$ cat config.mk
export PLATFORM = sky130hd
export DESIGN_NAME = button_press_classifier
export DESIGN_NICKNAME = d
export VERILOG_FILES = /design/src/sv/bpc_pkg.sv /design/src/sv/bpc_lane.sv /design/src/sv/bpc_merge.sv /design/src/sv/button_press_classifier.sv
export SDC_FILE = /design/constraint.sdc
export NUM_CORES = 1
export LEC_CHECK = 0
export ABC_AREA = 1
export BUFFER_PORTS_ARGS = -buffer_cell sky130_fd_sc_hd__buf_2
export CAP_MARGIN = 20
export CELL_PAD_IN_SITES_DETAIL_PLACEMENT = 2
export CELL_PAD_IN_SITES_GLOBAL_PLACEMENT = 2
export CORE_AREA = 2 2 140 142
export CTS_CLUSTER_DIAMETER = 40
export DETAILED_ROUTE_END_ITERATION = 7
export DIE_AREA = 0 0 142 144
export PLACE_DENSITY_LB_ADDON = 0.1
export SYNTH_ARGS = -nofsm -noshare
export SYNTH_HDL_FRONTEND = slang
export SYNTH_HIERARCHICAL = 1
export SYNTH_SLANG_ARGS = --single-unit
$ cat constraint.sdc
create_clock -name clk -period 2.9 [get_ports clk]
set_input_delay 0.58 -clock clk [delete_from_list [all_inputs] [get_ports clk]]
set_output_delay 0.58 -clock clk [all_outputs]
set_load 0.03 [all_outputs]
$ cat src/sv/bpc_pkg.sv
// Package for the button press classifier: key phase codes, register
// indexes, reset values and the per-key event struct.
// No dependencies.
`timescale 1ns / 1ps

package bpc_pkg;

    // Hold counter
    localparam int CNT_W = 16;
    localparam logic [CNT_W-1:0] CNT_MAX = {CNT_W{1'b1}};

    // Key phase codes
    localparam int PH_W = 2;
    localparam logic [PH_W-1:0] PH_RELEASED = 2'd0;
    localparam logic [PH_W-1:0] PH_PUSHED   = 2'd1;
    localparam logic [PH_W-1:0] PH_LONG     = 2'd2;

    // Configuration registers
    localparam int CFG_IDX_W = 1;
    localparam logic [CFG_IDX_W-1:0] REG_LONG_PRESS_TICKS = 1'd0;
    localparam logic [CFG_IDX_W-1:0] REG_ACTIVE_LOW_MASK  = 1'd1;

    localparam logic [CNT_W-1:0] LONG_PRESS_TICKS_RST = 16'd100;
    localparam logic [31:0]      ACTIVE_LOW_MASK_RST  = 32'd6;

    // Events one key reports in one tick
    typedef struct packed {
        logic press;
        logic long_press;
        logic short_release;
        logic long_release;
    } key_evt_t;

endpackage

$ cat src/sv/bpc_lane.sv
// One key lane: phase and hold counter state, events for the current tick.
// Depends on bpc_pkg.
`timescale 1ns / 1ps

module bpc_lane
(
    input  logic                      clk,
    input  logic                      rst_n,
    input  logic                      adv,          // tick beat accepted
    input  logic                      level,        // raw pin level
    input  logic                      active_low,   // polarity bit
    input  logic [bpc_pkg::CNT_W-1:0] long_ticks,   // long press threshold
    output bpc_pkg::key_evt_t         evt
);

    logic [bpc_pkg::PH_W-1:0]  phase_reg;
    logic [bpc_pkg::PH_W-1:0]  phase_next;
    logic [bpc_pkg::CNT_W-1:0] count_reg;
    logic [bpc_pkg::CNT_W-1:0] count_next;
    logic [bpc_pkg::CNT_W-1:0] count_inc;
    logic                      pressed;

    assign pressed   = level ^ active_low;
    // saturating increment
    assign count_inc = (count_reg != bpc_pkg::CNT_MAX) ? count_reg + 1'b1 : count_reg;

    // Phase transitions and events
    always_comb
    begin
        phase_next = phase_reg;
        count_next = count_reg;
        evt        = '0;
        case (phase_reg)
            bpc_pkg::PH_RELEASED:
            begin
                if (pressed)
                begin
                    count_next = count_inc;
                    if (count_inc != '0)
                    begin
                        evt.press  = 1'b1;
                        phase_next = bpc_pkg::PH_PUSHED;
                    end
                end
            end
            bpc_pkg::PH_PUSHED:
            begin
                if (pressed)
                begin
                    count_next = count_inc;
                    if (count_inc > long_ticks)
                    begin
                        evt.long_press = 1'b1;
                        phase_next     = bpc_pkg::PH_LONG;
                    end
                end
                else
                begin
                    evt.short_release = 1'b1;
                    phase_next        = bpc_pkg::PH_RELEASED;
                    count_next        = '0;
                end
            end
            default:
            begin
                // long phase; the unused code behaves the same
                if (!pressed)
                begin
                    evt.long_release = 1'b1;
                    phase_next       = bpc_pkg::PH_RELEASED;
                    count_next       = '0;
                end
            end
        endcase
    end

    // State update on each accepted tick
    always_ff @(posedge clk or negedge rst_n)
    begin
        if (!rst_n)
        begin
            phase_reg <= bpc_pkg::PH_RELEASED;
            count_reg <= '0;
        end
        else if (adv)
        begin
            phase_reg <= phase_next;
            count_reg <= count_next;
        end
    end

endmodule

$ cat src/sv/bpc_merge.sv
// Merge stage: gathers lane events into four masks and holds the result beat.
// Depends on bpc_pkg.
`timescale 1ns / 1ps

module bpc_merge #(
    parameter int NUM_KEYS = 3,
    parameter int OUT_W    = 16
)
(
    input  logic                 clk,
    input  logic                 rst_n,
    input  bpc_pkg::key_evt_t    evt [NUM_KEYS],
    input  logic                 in_valid,
    output logic                 in_ready,
    output logic                 out_valid,
    input  logic                 out_ready,
    output logic [OUT_W-1:0]     out_data
);

    logic [NUM_KEYS-1:0] press_m;
    logic [NUM_KEYS-1:0] lpress_m;
    logic [NUM_KEYS-1:0] srel_m;
    logic [NUM_KEYS-1:0] lrel_m;
    logic                valid_reg;
    logic [OUT_W-1:0]    data_reg;
    logic                adv;

    // Collect one bit per lane
    always_comb
    begin
        for (int i = 0; i < NUM_KEYS; i++)
        begin
            press_m[i]  = evt[i].press;
            lpress_m[i] = evt[i].long_press;
            srel_m[i]   = evt[i].short_release;
            lrel_m[i]   = evt[i].long_release;
        end
    end

    // Take a new tick whenever the output slot is empty or drains this cycle
    assign in_ready = !valid_reg || out_ready;
    assign adv      = in_valid && in_ready;

    always_ff @(posedge clk or negedge rst_n)
    begin
        if (!rst_n)
        begin
            valid_reg <= 1'b0;
        end
        else if (in_ready)
        begin
            valid_reg <= in_valid;
        end
    end

    always_ff @(posedge clk)
    begin
        if (adv)
        begin
            data_reg <= OUT_W'({lrel_m, srel_m, lpress_m, press_m});
        end
    end

    assign out_valid = valid_reg;
    assign out_data  = data_reg;

endmodule

$ cat src/sv/button_press_classifier.sv
// Top level of the button press classifier: config registers, key lanes,
// merge stage. Depends on bpc_pkg, bpc_lane, bpc_merge.
//
//  channel   dir  handshake            payload
//  s_*       in   s_tvalid / s_tready  s_tdata: pin_levels
//  m_*       out  m_tvalid / m_tready  m_tdata: press, long_press, short_rel, long_rel
//  cfg_*     in   cfg_we               cfg_index, cfg_data
//
// One tick beat per cycle while s_tready is high; its result appears in the
// cycle after acceptance, set by the single output register in the merge stage.
// s_tready is low only while a result waits and m_tready is low.
// Reset puts every key in the released phase with a zero hold count and
// loads the register reset values.
`timescale 1ns / 1ps

module button_press_classifier #(
    parameter int NUM_KEYS = 3
)
(
    input  logic                                     clk,
    input  logic                                     rst_n,
    // configuration
    input  logic                                     cfg_we,
    input  logic [bpc_pkg::CFG_IDX_W-1:0]            cfg_index,
    input  logic [((NUM_KEYS > 16) ? NUM_KEYS : 16)-1:0] cfg_data,
    // tick input: [NUM_KEYS-1:0] pin_levels
    input  logic                                     s_tvalid,
    output logic                                     s_tready,
    input  logic [((NUM_KEYS + 7) / 8) * 8 - 1:0]    s_tdata,
    // events: press_mask, long_press_mask, short_release_mask,
    // long_release_mask, NUM_KEYS bits each from the lowest bit up
    output logic                                     m_tvalid,
    input  logic                                     m_tready,
    output logic [((4 * NUM_KEYS + 7) / 8) * 8 - 1:0] m_tdata
);

    localparam int OUT_W = ((4 * NUM_KEYS + 7) / 8) * 8;

    logic [bpc_pkg::CNT_W-1:0] long_ticks_reg;
    logic [NUM_KEYS-1:0]       active_low_reg;
    bpc_pkg::key_evt_t         evt [NUM_KEYS];
    logic                      adv;

    // Configuration registers
    always_ff @(posedge clk or negedge rst_n)
    begin
        if (!rst_n)
        begin
            long_ticks_reg <= bpc_pkg::LONG_PRESS_TICKS_RST;
            active_low_reg <= bpc_pkg::ACTIVE_LOW_MASK_RST[NUM_KEYS-1:0];
        end
        else if (cfg_we)
        begin
            case (cfg_index)
                bpc_pkg::REG_LONG_PRESS_TICKS: long_ticks_reg <= cfg_data[bpc_pkg::CNT_W-1:0];
                bpc_pkg::REG_ACTIVE_LOW_MASK:  active_low_reg <= cfg_data[NUM_KEYS-1:0];
                default: ;
            endcase
        end
    end

    assign adv = s_tvalid && s_tready;

    // One lane per key
    for (genvar k = 0; k < NUM_KEYS; k++)
    begin : g_lane
        bpc_lane u_lane
        (
            .clk        (clk),
            .rst_n      (rst_n),
            .adv        (adv),
            .level      (s_tdata[k]),
            .active_low (active_low_reg[k]),
            .long_ticks (long_ticks_reg),
            .evt        (evt[k])
        );
    end

    bpc_merge #(
        .NUM_KEYS (NUM_KEYS),
        .OUT_W    (OUT_W)
    ) u_merge
    (
        .clk       (clk),
        .rst_n     (rst_n),
        .evt       (evt),
        .in_valid  (s_tvalid),
        .in_ready  (s_tready),
        .out_valid (m_tvalid),
        .out_ready (m_tready),
        .out_data  (m_tdata)
    );

endmodule

Yosys cells after proc, flatten, opt, wreduce, memory -nomap -nowiden
Index checks and enable logic that the tools add are counted.
- $add $sub $neg: 3
- $mul: 0
- div/mod/pow operators: 0
- order comparisons: 3
- equal/unequal tests: 18
- shift-type cells: 0
- mux-type cells: 42
- bitwise gates (word level): 4
- reduce and logical (&&, ||, !) cells: 26
- operator list (cell ; number):
    16-bit 2-to-1 mux ; 12
    16-bit case mux with 2 select lines ; 3
    16-bit by 1-bit adder with 16-bit output (second input constant) ; 3
    16-bit greater-than comparator ; 3
    16-bit inequality test (second input constant) ; 3
    16-bit nonzero test ; 3
    2-bit 2-to-1 mux ; 15
    3-bit inequality test (second input constant) ; 6
    2-bit AND reduction ; 8
    5-bit AND reduction ; 3
    2-bit by 1-bit inequality test with 1-bit output (second input constant) ; 6
    2-bit case mux with 2 select lines ; 3
    1-bit 2-to-1 mux ; 9
    3-bit AND reduction ; 3
    2-bit by 1-bit equality test with 1-bit output (second input constant) ; 3
    2-bit logical NOT ; 3
    2-bit OR reduction ; 3
    1-bit XOR ; 3
    1-bit logical AND ; 1
    1-bit logical NOT ; 1
    1-bit logical OR ; 1
    1-bit NOT ; 1
- register bits after elaboration: 86
- latch bits: 0
- memory bits (writable): 0
- memory bits (read-only): 0
- logic and storage cells: 117
- memories: 0

Depth between registers and ports, before layout
- depth after elaboration: 6
- depth in mapped cells: 22
- depth with buffers taken out: 21

Cells and area by module
Netlist, hierarchy kept.
- modules (own cells, without submodules) (module ; instances ; cells each ; area an instance (um^2) ; seq. area each (um^2)):
    bpc_lane (g_lane[0].u_lane ...) ; 2 ; 272 ; 1805.5 ; 450.4
    bpc_lane (g_lane[2].u_lane) ; 1 ; 275 ; 1891.8 ; 450.4
    button_press_classifier ; 1 ; 85 ; 774.5 ; 481.7
    bpc_merge ; 1 ; 23 ; 439.2 ; 385.4

Least setup slack after synthesis
No wires, ideal clock.
- kind: flip-flop to flip-flop
- start point: reg g_lane[1].u_lane/count_reg[0] (netlist name)
- end point: reg g_lane[1].u_lane/phase_reg[1] (netlist name)
- data arrival time: 2.416 ns
- required time: 2.783 ns
- slack: 0.367 ns
- stages on the path, launching flop included: 23
- path buffers: 1
- clock period less this slack: 2.533 ns
- cell sequence: dfrtp_1 > ha_1 > nand3_2 > inv_2 > nand2_4 > inv_4 > nand2_4 > buf_6 > nand2_2 > nand2_2 > inv_1 > ha_1 > a21oi_1 > o21ai_0 > nand2_1 > nand2_1 > nand2_1 > nand2_1 > nand2_1 > a21oi_1 > nand2_1 > nand2_1 > nand2_1
- word-level cells in the longest chain between the ends: 5
- RTL lines (what ; line ; RTL):
    from (decl) ; bpc_lane.sv:18 ; logic [bpc_pkg::CNT_W-1:0] count_reg;
    from (signal assigned) ; bpc_lane.sv:88 ; count_reg <= count_next;
    16-bit by 1-bit adder with 16-bit output / 16-bit inequality test (equally long branches) ; bpc_lane.sv:25 ; assign count_inc = (count_reg != bpc_pkg::CNT_MAX) ? count_reg + 1'b1 : count_reg;
    16-bit 2-to-1 mux (*) ; bpc_lane.sv:25 ;
    16-bit greater-than comparator / 16-bit nonzero test (equally long branches) ; bpc_lane.sv:51, bpc_lane.sv:39 ;
    3-bit inequality test (no line) / 2-bit by 1-bit inequality test with 1-bit output (equally long branches) ; n/a ;
    5-bit AND reduction (no line) (*) ; n/a ;
    to (signal assigned) ; bpc_lane.sv:82 ; phase_reg <= bpc_pkg::PH_RELEASED;
    to (signal assigned) ; bpc_lane.sv:87 ; phase_reg <= phase_next;
    to (decl) ; bpc_lane.sv:16 ; logic [bpc_pkg::PH_W-1:0] phase_reg;
Every way passes the cells marked *; elsewhere a longest branch is shown, timed or not.
A chain may end at the register's enable or synchronous reset.

Worst setup path in the final report
Ends and elaborated chain as after synthesis.

==> run_results.csv <==
group,metric,value,unit
outcome,status,"completed",
setup_path,endpoint_kind,"flop",
placement,dp_hpwl,17260,um
flow_run,max_cap_viol_count,0,
drt,wire_per_inst,17.89,um
yosys,synth.distinct_cells,38,
timing,maxSlewHeadroom,63.69,%
die,core.rowCount,51,
layout,layout-drive-gt1-share,22.94,%
placement,port_buffers,38,
drt,topRoutingLayerUsed,"met4",
layout,largest_register_ffs,48,
yosys,yosys.area.top_type,"dfrtp_1",
die,die_x,142,um
clock_network,ctsHoldBuffers,0,
layout,fin_nets,1096,
yosys,yosys_register_bits,86,
timing,tns,0,ns
global_routing,grt_max_degree,41,
drt,drtAntennaViolNets,0,
yosys,synth_cells,927,
global_routing,grt_pass1_wl,36460,um
clock_network,cts_tree,"yes",
setup_path,critPathTopFamily,"simple AND/OR/NAND/NOR gates",
setup_path,startpoint_type,"flop",
timing,fin_crit_sh,93.98,%
layout,area_growth_syn_to_layout,18.24,%
layout,fin_area,0.007941,mm2
hold_path,holdCritPathClass,"input port to async pin",
timing,setup_viol,0,
timing,fin_hold_ws,0.1989,ns
setup_path,worstSetupPathType,"flop to flop",
setup_path,path_common_cell,"nand2_1",
timing,fin_skew,0.01445,ns
drt,routed_wl,22510,um
clock_network,numCtsBuffers,9,
drt,m1WireLength,11310,um
timing,final_max_slew_viol_count,0,
drt,routed_via_density,4.991,
yosys,netlist_area,0.006716,mm2
yosys,synth.top_cell.area_share,25.71,%
die,start_util,35.20,%
power_and_ir_drop,ir_drop,0.0003037,V
layout,fin_util,41.62,%
drt,dr.pass1.iters,4,
drt,drtIter0Drc,231,
setup_path,max_stage_delay,0.41,ns
power_and_ir_drop,power,6679,uW
die,ios,48,
clock_network,clk_path_buf_depth,2,
power_and_ir_drop,p_per_area,841.1,mW/mm2
global_routing,grt_usage,22.96,%
yosys,synthTopCellsByArea,"dfrtp_1, nand2_1, ha_1",
timing,fmax,0.3669,GHz
clock_network,cts_root_buffer,"clkbuf_16",
timing,finalHoldViolCount,0,
drt,wl_met3,362,um
clock_network,cts_sinks,86,
power_and_ir_drop,p_leak,0.004018,uW
setup_path,cp_max_fo,5,
setup_path,cp.arrival,2.98,ns
timing,fin_crit,2.725,ns
die,die_y,144,um
setup_path,critical_path.slowest_cell,"dfrtp_1",
die,dieArea,0.02045,mm2
layout,antenna_cells,0,
setup_path,crit_buf_inv,2,
drt,vias,6279,
global_routing,antenna_found_initial,0,
clock_network,clkTransAtPathRegs,0.08,ns
global_routing,overflow,0,
setup_path,cp.required,3.15,ns
global_routing,grt_pass1_vias,6883,
setup_path,path_cells,"buf_4, inv_1, nor2_4, nand2_1, nor2_1, nand2_1, nand2_1, nand2_2, ha_4, nand4_1, a21oi_2, nor2_1, nand2_1, nand2_1, a21oi_2, nand2_1, nand2_1, nand2_1",
yosys,synth-seq-area-share,33.03,%
drt,drc,0,
drt,dr_wl_met2,10590,um
die,fp.coreArea,0.01908,mm2
timing,tightest_slew,0.5446,ns
yosys,synth_area_per_cell,7.245,um2
placement,dpl-instance-area,0.007441,mm2
clock_network,cts_htree_levels,3,
placement,place_congestion,0.7947,
clock_network,clock_latency,0.36,ns
yosys,synth-warning-count,6,
[final cells by class]
class	instances	area, um2
clock buffer	9	225.2
clock inverter	7	75.07
fill	2323	11140
inverter	174	675.6
multi-input combinational	653	3837
sequential	86	2227
tap	238	297.8
timing repair buffer	91	603.1
[placed cells by master, fill, tap and decap left out, types with 5 or more instances in the layout]
cell / n
nand2_1: 234
inv_1: 161
nor2_1: 66
dfrtp_1: 62
nand3_1: 55
buf_4: 53
ha_1: 47
buf_2: 37
o22ai_1: 36
nand4_1: 30
o21ai_0: 29
nand2_2: 26
nor2_2: 21
a21oi_1: 20
nor2_4: 15
nand3_2: 12
edfxtp_1: 12
xor2_1: 11
nand2_4: 10
inv_2: 9
clkbuf_16: 9
dfrtp_2: 7
nor3_1: 6
dfstp_2: 5
[path summary, 6_finish.rpt]
| path | start | to | slack, ns | depth (start not counted) |
|---|---|---|---|---|
| max | g_lane[1].u_lane/count_reg[0] | g_lane[1].u_lane/phase_reg[1] | 0.17 | 18 |
| min | rst_n | g_lane[2].u_lane/count_reg[12] | 0.20 | 1 |
| max reg2reg | g_lane[1].u_lane/count_reg[0] | g_lane[1].u_lane/phase_reg[1] | 0.17 | 18 |
| min reg2reg | active_low_reg[1] | active_low_reg[1] | 0.48 | 2 |
| max in group asynchronous | rst_n | long_ticks_reg[5] | 1.99 | 2 |
| min in group clk | s_tvalid | u_merge/out_valid | 0.43 | 3 |
[worst reg2reg max path: cells and delay by family, from the launching register on]
family / cells / cell delay (ns)
buffers and inverters: 2 / 0.25
adders and majority gates: 1 / 0.29
AOI/OAI and AO/OA: 2 / 0.41
and+or+nand+nor: 13 / 1.25
DFF: 1 / 0.41
[stage by stage]
stage | instances | setup slack [ns]
finish | 1258 | 0.1746
global route | 1258 | -0.009629
CTS | 1250 | 0.02411
detailed placement | 1234 | 0.002202
global placement | 1234 | 0.1155
floorplan | 930 | 0.3672
[repair_timing]
item,CTS,global route
cloned,0,0
resized for setup,2,36
setup endpoints to repair,4,8
buffers inserted,0,8
pin swaps,0,9
endpoints found under the hold margin,0,0
[power by group]
group	leakage, uW	internal [uW]	total [uW]	switching (uW)
logic	0.00280	1350	3490	2140
registers	0.00107	1580	1970	395
clock network	0.000145	613	1220	607
total	0.00402	3540	6680	3140
[metal layers]
layer / up-vias / global-route usage, %
li1: 3132 / -
met1: 3073 / 32.23
met2: 59 / 38.24
met3: 15 / 2.351
met4: 0 / 5.368
met5: - / 0
[synth_stat cells, drive strengths merged]
cell type	n
nand2	273
inv	172
nor2	102
dfrtp	69
nand3	67
ha	51
o22ai	36
nand4	33
o21ai	33
a21oi	25
buf	14
edfxtp	12
xor2	12
nor3	6
dfstp	5
a21o	3
and3	3
clkbuf	3
or2	3
clkinv	2
xnor2	2
conb	1
[logic make-up (layout without fill, tap and decap cells)]
family / after synthesis / after routing / share of synthesized area [%]
buffers and inverters: 191 / 281 / 11.96
AOI/OAI and AO/OA: 97 / 97 / 8.010
other: 1 / 4 / 0.05583
xor gates and xnor gates: 14 / 14 / 1.937
and+or+nand+nor: 487 / 487 / 35.51
adders and majority gates: 51 / 51 / 9.501
DFF: 86 / 86 / 33.03
Power figures use the tool's default switching activity.
